`src/sv/pcbb_pkg.sv`:
```
// Package for the prefix-compressed block builder.
// Holds sizes, action codes and the sequencer request struct; no dependencies.
package pcbb_pkg;
  localparam int unsigned MaxKeyLen   = 32;
  localparam int unsigned MaxRestarts = 15;
  localparam int unsigned KeyPosW     = 6;
  localparam int unsigned KeyAddrW    = $clog2(MaxKeyLen);
  localparam int unsigned RstIdxW     = 4;

  typedef enum logic [1:0] {
    ACT_KEY    = 2'd0,
    ACT_VALUE  = 2'd1,
    ACT_FINISH = 2'd2,
    ACT_NONE   = 2'd3
  } action_e;

  localparam logic [0:0] REG_RESTART_INTERVAL = 1'b0;

  // Request from the front end to the byte emitter.
  typedef struct packed {
    logic                header;    // emit entry header plus key suffix
    logic                value;     // emit one value byte
    logic                finish;    // emit restart table and count
    logic [7:0]          data;
    logic [KeyPosW-1:0]  shared;
    logic [KeyPosW-1:0]  klen;
    logic [15:0]         vlen;
  } emit_req_t;
endpackage

```
`src/sv/pcbb_emitter.sv`:
```
// Byte emitter with a shared varint/word shifter; busy till its bytes are out.
// Depends on pcbb_pkg. Reads the key store and restart table of the top level.
module pcbb_emitter (
  input  logic                  clk_i,
  input  logic                  rst_ni,
  input  logic                  start_i,
  input  pcbb_pkg::emit_req_t   req_i,
  input  logic [7:0]            key_rdata_i,
  output logic [pcbb_pkg::KeyAddrW-1:0] key_raddr_o,
  input  logic [31:0]           rst_word_i,
  output logic [pcbb_pkg::RstIdxW-1:0]  rst_idx_o,
  input  logic [pcbb_pkg::RstIdxW-1:0]  rst_total_i,
  output logic                  busy_o,
  output logic                  byte_valid_o,
  output logic [7:0]            byte_o,
  output logic                  byte_last_o,
  input  logic                  byte_ready_i
);
  import pcbb_pkg::*;

  typedef enum logic [2:0] {
    S_IDLE, S_VARINT, S_KEY, S_WORD, S_DONE
  } state_e;

  state_e             state_q;
  logic [1:0]         vsel_q;      // which header varint
  logic [31:0]        shreg_q;     // shared shift unit
  logic [1:0]         bcnt_q;      // word byte counter
  logic [KeyPosW-1:0] pos_q;
  logic [KeyPosW-1:0] klen_q;
  logic [15:0]        vlen_q;
  logic [KeyPosW-1:0] suff_q;
  logic [RstIdxW-1:0] ridx_q;
  logic               cnt_word_q;  // emitting the count word
  logic               fin_q;
  logic               key_pend_q;  // key or table read in flight
  logic [7:0]         byte_q;
  logic               last_q;
  logic               valid_q;

  logic free;
  assign free = !valid_q || byte_ready_i;

  logic [KeyPosW-1:0] key_end;
  assign key_end = (klen_q > KeyPosW'(MaxKeyLen)) ? KeyPosW'(MaxKeyLen) : klen_q;

  // First byte of a word comes straight from the table read (or the count).
  logic [31:0] word_cur;
  assign word_cur = (bcnt_q != 2'd0) ? shreg_q :
                    (cnt_word_q ? 32'(rst_total_i) : rst_word_i);

  assign key_raddr_o  = pos_q[KeyAddrW-1:0];
  assign rst_idx_o    = ridx_q;
  assign byte_valid_o = valid_q;
  assign byte_o       = byte_q;
  assign byte_last_o  = last_q;
  assign busy_o       = (state_q != S_IDLE) || valid_q;

  always_ff @(posedge clk_i or negedge rst_ni) begin
    if (!rst_ni) begin
      state_q    <= S_IDLE;
      valid_q    <= 1'b0;
      key_pend_q <= 1'b0;
      vsel_q     <= '0;
      bcnt_q     <= '0;
      ridx_q     <= '0;
      cnt_word_q <= 1'b0;
      fin_q      <= 1'b0;
    end else begin
      if (valid_q && byte_ready_i) valid_q <= 1'b0;
      unique case (state_q)
        S_IDLE: begin
          if (start_i) begin
            fin_q <= 1'b0;
            if (req_i.header) begin
              state_q <= S_VARINT;
              vsel_q  <= 2'd0;
              shreg_q <= 32'(req_i.shared);
              pos_q   <= req_i.shared;
              klen_q  <= req_i.klen;
              vlen_q  <= req_i.vlen;
              suff_q  <= req_i.klen - req_i.shared;
            end else if (req_i.value) begin
              byte_q  <= req_i.data;
              last_q  <= 1'b1;
              valid_q <= 1'b1;
              state_q <= S_DONE;
            end else begin
              state_q    <= S_WORD;
              ridx_q     <= '0;
              bcnt_q     <= '0;
              cnt_word_q <= 1'b0;
              fin_q      <= 1'b1;
              key_pend_q <= 1'b1;   // wait for the table read
            end
          end
        end
        S_VARINT: begin
          if (free) begin
            valid_q <= 1'b1;
            if (shreg_q >= 32'h80) begin
              byte_q  <= {1'b1, shreg_q[6:0]};
              last_q  <= 1'b0;
              shreg_q <= shreg_q >> 7;
            end else begin
              byte_q <= shreg_q[7:0];
              unique case (vsel_q)
                2'd0: begin
                  vsel_q <= 2'd1; shreg_q <= 32'(suff_q); last_q <= 1'b0;
                end
                2'd1: begin
                  vsel_q <= 2'd2; shreg_q <= 32'(vlen_q); last_q <= 1'b0;
                end
                default: begin
                  last_q <= (pos_q >= key_end);
                  if (pos_q >= key_end) state_q <= S_DONE;
                  else begin
                    state_q    <= S_KEY;
                    key_pend_q <= 1'b1;
                  end
                end
              endcase
            end
          end
        end
        S_KEY: begin
          if (key_pend_q) key_pend_q <= 1'b0;
          else if (free) begin
            valid_q <= 1'b1;
            byte_q  <= key_rdata_i;
            last_q  <= (pos_q + 1'b1 >= key_end);
            if (pos_q + 1'b1 >= key_end) state_q <= S_DONE;
            else begin
              pos_q      <= pos_q + 1'b1;
              key_pend_q <= 1'b1;
            end
          end
        end
        S_WORD: begin
          if (key_pend_q) key_pend_q <= 1'b0;
          else if (free) begin
            valid_q <= 1'b1;
            byte_q  <= word_cur[7:0];
            shreg_q <= word_cur >> 8;
            bcnt_q  <= bcnt_q + 1'b1;
            last_q  <= cnt_word_q && (bcnt_q == 2'd3);
            if (bcnt_q == 2'd3) begin
              if (cnt_word_q) state_q <= S_DONE;
              else begin
                key_pend_q <= 1'b1;
                if (ridx_q + 1'b1 >= rst_total_i) cnt_word_q <= 1'b1;
                else ridx_q <= ridx_q + 1'b1;
              end
            end
          end
        end
        default: begin
          if (free) state_q <= S_IDLE;
        end
      endcase
    end
  end

  // The count word is the last thing a finish puts out.
  assert property (@(posedge clk_i) disable iff (!rst_ni)
    (valid_q && last_q && fin_q) |-> cnt_word_q)
    else $error("finish ended before count word");
  assert property (@(posedge clk_i) disable iff (!rst_ni)
    (state_q == S_IDLE) |-> !key_pend_q || fin_q)
    else $error("read pending while idle");
  assert property (@(posedge clk_i) disable iff (!rst_ni)
    (valid_q && !byte_ready_i) |=> (valid_q && $stable(byte_q)))
    else $error("output byte lost under stall");
endmodule

```
`src/sv/prefix_compressed_block_builder.sv`:
```
// Top level of the prefix-compressed block builder.
// Depends on pcbb_pkg and pcbb_emitter.
//
// Builds a sorted-table data block from a byte stream of keys and values.
// An accepted key byte holds the block not-ready in its compare state
// (F_CMP); a last key byte, a value byte or a finish keeps it not-ready
// while the byte emitter runs: header varints and stored suffix bytes for
// a last key byte, the byte for a value, and for finish a word (a table
// read plus four byte shifts) for every offset and the count. The
// emitter's one shared shift register serves varints and 32-bit words
// alike; output stalls lengthen its work. Keys are kept in a 32-entry byte
// store with registered reads for compare and emit. The overflow flag is
// sticky and reported on every output byte.
module prefix_compressed_block_builder (
  input  logic        clk_i,
  input  logic        rst_ni,
  input  logic        s_axis_tvalid_i,
  output logic        s_axis_tready_o,
  input  logic [23:0] s_axis_tdata_i,  // data_byte[7:0], value_len[23:8]
  input  logic [1:0]  s_axis_tuser_i,  // action[1:0]
  input  logic        s_axis_tlast_i,  // key_last
  output logic        m_axis_tvalid_o,
  input  logic        m_axis_tready_i,
  output logic [7:0]  m_axis_tdata_o,  // out_byte[7:0]
  output logic        m_axis_tuser_o,  // overflow
  output logic        m_axis_tlast_o,  // out_last
  input  logic        psel,
  input  logic        penable,
  input  logic        pwrite,
  input  logic [2:0]  paddr,
  input  logic [31:0] pwdata,
  output logic [31:0] prdata,
  output logic        pready
);
  import pcbb_pkg::*;

  logic [15:0]        interval_q;
  logic [7:0]         key_store [MaxKeyLen];
  logic [31:0]        rst_offs_q [MaxRestarts];
  logic [KeyPosW-1:0] prev_len_q, key_pos_q, shared_q;
  logic               match_q;
  logic [15:0]        group_q;
  logic [RstIdxW-1:0] rst_total_q;
  logic [31:0]        written_q;
  logic               done_q, ovf_q;
  logic [7:0]         key_rd_q;   // registered compare read
  logic [7:0]         emit_rd_q;  // registered emitter read
  logic [31:0]        rst_rd_q;

  // Front end: accept, then a compare state (F_CMP) for key bytes.
  typedef enum logic [1:0] { F_IDLE, F_CMP, F_EMIT } fstate_e;
  fstate_e            fstate_q;
  logic [7:0]         in_byte_q;
  logic               in_last_q;
  logic [15:0]        in_vlen_q;

  logic               em_busy, em_start;
  emit_req_t          req;
  logic [KeyAddrW-1:0] em_addr;
  logic [RstIdxW-1:0] em_ridx;
  logic               bvalid, blast;
  logic [7:0]         bdata;

  action_e act;
  assign act = action_e'(s_axis_tuser_i);

  assign pready = 1'b1;
  assign prdata = (paddr[2] == REG_RESTART_INTERVAL) ? 32'(interval_q) : 32'd0;

  logic acc;
  assign s_axis_tready_o = (fstate_q == F_IDLE) && !em_busy;
  assign acc = s_axis_tvalid_i && s_axis_tready_o;

  // Entry start bookkeeping seen at the accepted item.
  logic [15:0] ivl;
  assign ivl = (interval_q == 16'd0) ? 16'd1 : interval_q;

  logic [KeyPosW-1:0] kp_eff;
  logic               restart_now;
  assign restart_now = (key_pos_q == '0) && (group_q >= ivl);

  always_ff @(posedge clk_i) begin
    key_rd_q  <= key_store[key_pos_q[KeyAddrW-1:0]];
    emit_rd_q <= key_store[em_addr];
    rst_rd_q  <= rst_offs_q[em_ridx];
    if (fstate_q == F_CMP && key_pos_q < KeyPosW'(MaxKeyLen))
      key_store[key_pos_q[KeyAddrW-1:0]] <= in_byte_q;
  end

  logic cmp_hit;
  assign cmp_hit = match_q && (key_pos_q < prev_len_q) && (key_rd_q == in_byte_q);
  assign kp_eff  = (key_pos_q < KeyPosW'(MaxKeyLen)) ? key_pos_q + 1'b1 : key_pos_q;

  always_ff @(posedge clk_i or negedge rst_ni) begin
    if (!rst_ni) begin
      interval_q  <= 16'd16;
      fstate_q    <= F_IDLE;
      prev_len_q  <= '0;
      key_pos_q   <= '0;
      shared_q    <= '0;
      match_q     <= 1'b1;
      group_q     <= '0;
      rst_total_q <= RstIdxW'(1);
      written_q   <= '0;
      done_q      <= 1'b0;
      ovf_q       <= 1'b0;
      rst_offs_q[0] <= '0;
      em_start    <= 1'b0;
    end else begin
      em_start <= 1'b0;
      if (psel && penable && pwrite && pready && paddr[2] == REG_RESTART_INTERVAL)
        interval_q <= pwdata[15:0];
      if (bvalid && m_axis_tready_i) written_q <= written_q + 32'd1;
      unique case (fstate_q)
        F_IDLE: begin
          if (acc && !done_q) begin
            in_byte_q <= s_axis_tdata_i[7:0];
            in_vlen_q <= s_axis_tdata_i[23:8];
            in_last_q <= s_axis_tlast_i;
            unique case (act)
              ACT_KEY: begin
                fstate_q <= F_CMP;
                if (key_pos_q == '0) begin
                  match_q  <= 1'b1;
                  shared_q <= '0;
                  if (restart_now) begin
                    if (rst_total_q < RstIdxW'(MaxRestarts)) begin
                      rst_offs_q[rst_total_q] <= written_q;
                      rst_total_q <= rst_total_q + 1'b1;
                      group_q     <= '0;
                      match_q     <= 1'b0;
                    end else ovf_q <= 1'b1;
                  end
                end
              end
              ACT_VALUE: begin
                if (key_pos_q == '0) begin
                  em_start <= 1'b1;
                  fstate_q <= F_EMIT;
                end
              end
              ACT_FINISH: begin
                key_pos_q <= '0;
                shared_q  <= '0;
                match_q   <= 1'b1;
                done_q    <= 1'b1;
                em_start  <= 1'b1;
                fstate_q  <= F_EMIT;
              end
              default: ;
            endcase
          end
        end
        F_CMP: begin
          if (key_pos_q < KeyPosW'(MaxKeyLen)) begin
            if (cmp_hit) shared_q <= shared_q + 1'b1;
            else match_q <= 1'b0;
          end else ovf_q <= 1'b1;
          if (in_last_q) begin
            em_start   <= 1'b1;
            fstate_q   <= F_EMIT;
            prev_len_q <= kp_eff;
            key_pos_q  <= '0;
            if (group_q != 16'hFFFF) group_q <= group_q + 1'b1;
          end else begin
            key_pos_q <= kp_eff;
            fstate_q  <= F_IDLE;
          end
        end
        default: begin
          if (in_last_q || !em_start) begin
            shared_q <= '0;
            match_q  <= 1'b1;
          end
          fstate_q <= F_IDLE;
        end
      endcase
    end
  end

  // Header values as they stand when the emitter starts.
  assign req.header = (fstate_q == F_EMIT) && in_last_q && !done_q;
  assign req.value  = !done_q;
  assign req.finish = done_q;
  assign req.data   = in_byte_q;
  assign req.shared = shared_q;
  assign req.klen   = prev_len_q;
  assign req.vlen   = in_vlen_q;

  // Value requests leave in_last_q from the value item; keep header separate.
  emit_req_t req_mux;
  logic      hdr_q;
  always_ff @(posedge clk_i or negedge rst_ni) begin
    if (!rst_ni) hdr_q <= 1'b0;
    else if (acc) hdr_q <= (act == ACT_KEY);
  end
  always_comb begin
    req_mux        = req;
    req_mux.header = hdr_q && !done_q;
    req_mux.value  = !hdr_q && !done_q;
  end

  pcbb_emitter u_emit (
    .clk_i        (clk_i),
    .rst_ni       (rst_ni),
    .start_i      (em_start),
    .req_i        (req_mux),
    .key_rdata_i  (emit_rd_q),
    .key_raddr_o  (em_addr),
    .rst_word_i   (rst_rd_q),
    .rst_idx_o    (em_ridx),
    .rst_total_i  (rst_total_q),
    .busy_o       (em_busy),
    .byte_valid_o (bvalid),
    .byte_o       (bdata),
    .byte_last_o  (blast),
    .byte_ready_i (m_axis_tready_i)
  );

  assign m_axis_tvalid_o = bvalid;
  assign m_axis_tdata_o  = bdata;
  assign m_axis_tlast_o  = blast;
  assign m_axis_tuser_o  = ovf_q;

  assert property (@(posedge clk_i) disable iff (!rst_ni)
    (rst_total_q >= RstIdxW'(1)) && (rst_total_q <= RstIdxW'(MaxRestarts)))
    else $error("restart count out of range");
  assert property (@(posedge clk_i) disable iff (!rst_ni)
    $past(ovf_q) |-> ovf_q)
    else $error("overflow flag not sticky");
  assert property (@(posedge clk_i) disable iff (!rst_ni)
    s_axis_tready_o |-> !bvalid)
    else $error("accepting while output pending");
endmodule

```
`config.mk`:
```
export PLATFORM = sky130hd
export DESIGN_NAME = prefix_compressed_block_builder
export DESIGN_NICKNAME = d
export VERILOG_FILES = /design/src/sv/pcbb_pkg.sv /design/src/sv/pcbb_emitter.sv /design/src/sv/prefix_compressed_block_builder.sv
export SDC_FILE = /design/constraint.sdc
export NUM_CORES = 1
export LEC_CHECK = 0
export BUFFER_PORTS_ARGS = -buffer_cell sky130_fd_sc_hd__buf_2
export CORE_ASPECT_RATIO = 0.9
export CORE_UTILIZATION = 60
export DETAILED_ROUTE_END_ITERATION = 12
export PLACE_DENSITY = 0.81
export REMOVE_ABC_BUFFERS = 1
export SYNTH_ARGS = -nofsm -noshare
export SYNTH_HDL_FRONTEND = slang
export SYNTH_SLANG_ARGS = --single-unit
```
`constraint.sdc`:
```
create_clock -name clk_i -period 7.45 [get_ports clk_i]
set_input_delay 0.3725 -clock clk_i [delete_from_list [all_inputs] [get_ports clk_i]]
set_output_delay 0.3725 -clock clk_i [all_outputs]
set_load 0.02 [all_outputs]
```
==> run metrics <==
Slew headroom around 16%; ys async rst share ~14%; fillcell total roughly 4300; Crit path max-delay family simple AND/OR/NAND/NOR gates; IO Port Bufs 78; DR vias around 24000; critical path, cell by cell or3_1 > nor2_4 > nand2_1 > or3_1 > nor3_2 > buf_4; Most common cell on crit path or3_1; DR iter-0 viols roughly 3200; largest net degree at the start of global routing 69; CTS Sinks around 980; initial antenna violation count 2; critical path peak fanout 23; Die Wd around 280 um; CP max-delay cell nor3_2; H-Tree Depth 3; Post-Route Setup TNS 0 ns; TritonCTS clock tree built; power after layout between 10 and 15 mW; Period minus WS final roughly 4.6 ns; HPWL after detailed placement around 60000 um; fin crit share about three fifths; GRT Total Usage 29.3%; Post-synth EDFFs approximately 800; Final nets between 2000 and 3000; Hold Crit Class input port to flip-flop; Area Overhead vs Synth 11.7%; Routed WL per cell approximately 28 um; # setup viols final 0; Final Skew between 0.04 and 0.05 ns; CP startpoint kind flip-flop; Final Max Tran Viols 0; antenna cells 0; CTS Buf Count 93; Met1 Wirelength approximately 40000 um; final hold violations 0; Pwr Density 277 mW/mm^2; Core Rows 91; Post-DRT Antenna Nets 0; Pre-antenna DRT Iters 7; WP data arrival between 4 and 5 ns; RSZ-0062 raised after global routing no; max cap viols 0; Setup WS post-layout about 2.9 ns; mean post-synth cell area 17.0 um^2; Worst-path clk slew ~0.06 ns; Layout Utilization 68.1%; total gr overflow 0; synthesized area 0.0420 mm^2; Netlist cell types between 70 and 80; DIE AREA between 0.07 and 0.08 mm^2; first-pass GRT wire length ~150000 um; worst IR drop on VDD ~0.20 mV; Max Used Layer met5; crit path capture type flip-flop; Post-synth top flop edfxtp_1; fmax ~220 MHz; met2 wire len a little under 50000 um; run status complete, no violations; drt via density approximately 6.6; io pins about 110; worst slew pin tran ~1.3 ns; DRC Markers 0; sequential share of the synthesized area between 60% and 70%; Synth warnings 0; FF+latch count, synth 983; initial core utilization approximately 61%; met3 wire len 10700 um; Setup WS pre-CTS about 3 ns; share of cells above drive strength 1 22.6%; CP bufs+invs 1; Leak Pwr around 16 nW; Routed Wire Length roughly 100000 um; WS Path Type flip-flop to flip-flop; Post-CTS Setup Bufs 0; root buffer cell clkbuf_16; Max clock buf depth 3; synthesized instance count 2474; area of the core a little under 0.07 mm^2; vias in the first global route between 20000 and 25000; gpl congestion around 0.9; CP required between 7 and 8 ns; max incr delay on CP around 1 ns; Die Ht roughly 250 um; clk_lat worst skew around 0.7 ns
tightest hold or removal path, delay by kind of cell:
kind | cells | cell delay, ns
buffers and inverters | 1 | 0.11
muxes | 1 | 0.13
and+or+nand+nor | 1 | 0.06
synth_stat cells (34+ instances only):
master / number / area (um^2)
a21oi_1: 45 / 225
inv_1: 101 / 379
o21ai_0: 75 / 375
ha_1: 60 / 751
edfxtp_1: 796 / 23900
nor3_1: 40 / 200
dfxtp_1: 48 / 961
clkbuf_1: 75 / 282
mux4_2: 272 / 6130
mux2i_1: 46 / 460
dfrtp_1: 136 / 3400
mux2_1: 37 / 417
nand2_1: 165 / 619
nor2_1: 99 / 372
o21ai_1: 39 / 195
xnor2_1: 34 / 298
layer usage:
layer  vias up  global-route usage (%)
li1      10000                       -
met1     12300                    41.8
met2      1469                    46.2
met3       219                    5.72
met4         2                    9.21
met5         -                       0
logic make-up (layout without fill, tap and decap cells):
group,after synthesis,count (layout),share of synthesized area [%]
compound gates,276,276,4.15
fa+ha+maj,61,61,1.83
mux,382,382,17.4
xor+xnor,55,55,1.15
simple gates,470,470,5.49
flops,983,983,67.5
other cells,2,17,0.0179
buf+inv,245,446,2.51
placed cells by master (no fill, tap or decap), types with 14 or more instances in the layout:
master         instances
inv_1                101
nor2_1                99
dfxtp_1               48
buf_4                 51
a21o_1                14
nand2_1              165
mux4_2               272
dfrtp_1              130
clkbuf_16             93
mux2i_1               46
ha_1                  60
dlygate4sd3_1         42
xnor2_1               34
conb_1                17
a21oi_1               45
nor3_1                27
nand3_1               31
nand4_1               14
and2_1                18
o21ai_0               75
clkinv_2              16
o21ai_1               39
mux2_1                37
o22ai_1               28
xor2_1                21
clkbuf_1              32
mux2_2                27
edfxtp_1             796
buf_2                 77
flip-flops by register name, indices dropped and copies added (netlist names), 16 cells and up:
| name | count |
|---|---|
| interval_q | 16 |
| key_store | 256 |
| group_q | 16 |
| u_emit.shreg_q | 24 |
| in_vlen_q | 16 |
| u_emit.vlen_q | 16 |
| rst_rd_q | 32 |
| rst_offs_q | 480 |
| written_q | 32 |
power by group:
group          internal, mW  switching [mW]  leakage (nW)  total [mW]
registers              6.17           0.326          9.74        6.50
clock network          2.67            2.06          1.49        4.72
logic                 0.734            1.06          5.24        1.80
total                  9.57            3.44          16.5        13.0
per-stage QoR:
step	hold slack (ns)	cells	area, um^2
final	0.0772	3620	46900
after global routing	0.0990	3620	46900
after CTS	0.0521	3620	46900
after detailed placement	0.390	3404	43500
after global placement	0.380	3404	43500
after floorplan	0.0769	2345	41400
final timing paths:
check	start	end	slack, ns	cells after the start
max	key_pos_q[3]$_DFFE_PN0P_	rst_offs_q[101]$_DFFE_PP_	2.85	6
min	s_axis_tvalid_i	hdr_q$_DFFE_PN0P_	0.08	3
max reg2reg	key_pos_q[3]$_DFFE_PN0P_	rst_offs_q[101]$_DFFE_PP_	2.85	6
min reg2reg	in_vlen_q[4]$_DFFE_PP_	u_emit.vlen_q[4]$_DFFE_PP_	0.43	0
max in group asynchronous	rst_ni	u_emit.rst_idx_o[0]$_DFFE_PN0P_	5.20	4
min in group asynchronous	rst_ni	key_pos_q[0]$_DFFE_PN0P_	0.24	2
cell type report:
| cell class | count | area [um^2] | share of cell area [%] |
|---|---|---|---|
| Sequential cell | 983 | 28400 | 60.4 |
| Multi-Input combinational cell | 1261 | 12800 | 27.2 |
| Clock buffer | 137 | 2610 | 5.57 |
| Timing Repair Buffer | 171 | 1200 | 2.56 |
| Tap cell | 930 | 1160 | 2.48 |
| Clock inverter | 37 | 448 | 0.954 |
| Inverter | 101 | 379 | 0.808 |
what timing repair did:
item | 4_1_cts | 5_1_grt
gates resized for setup | 0 | 0
hold buffers | 42 | 0
hold endpoints to repair | 87 | 0
Power figures use the tool's default switching activity.
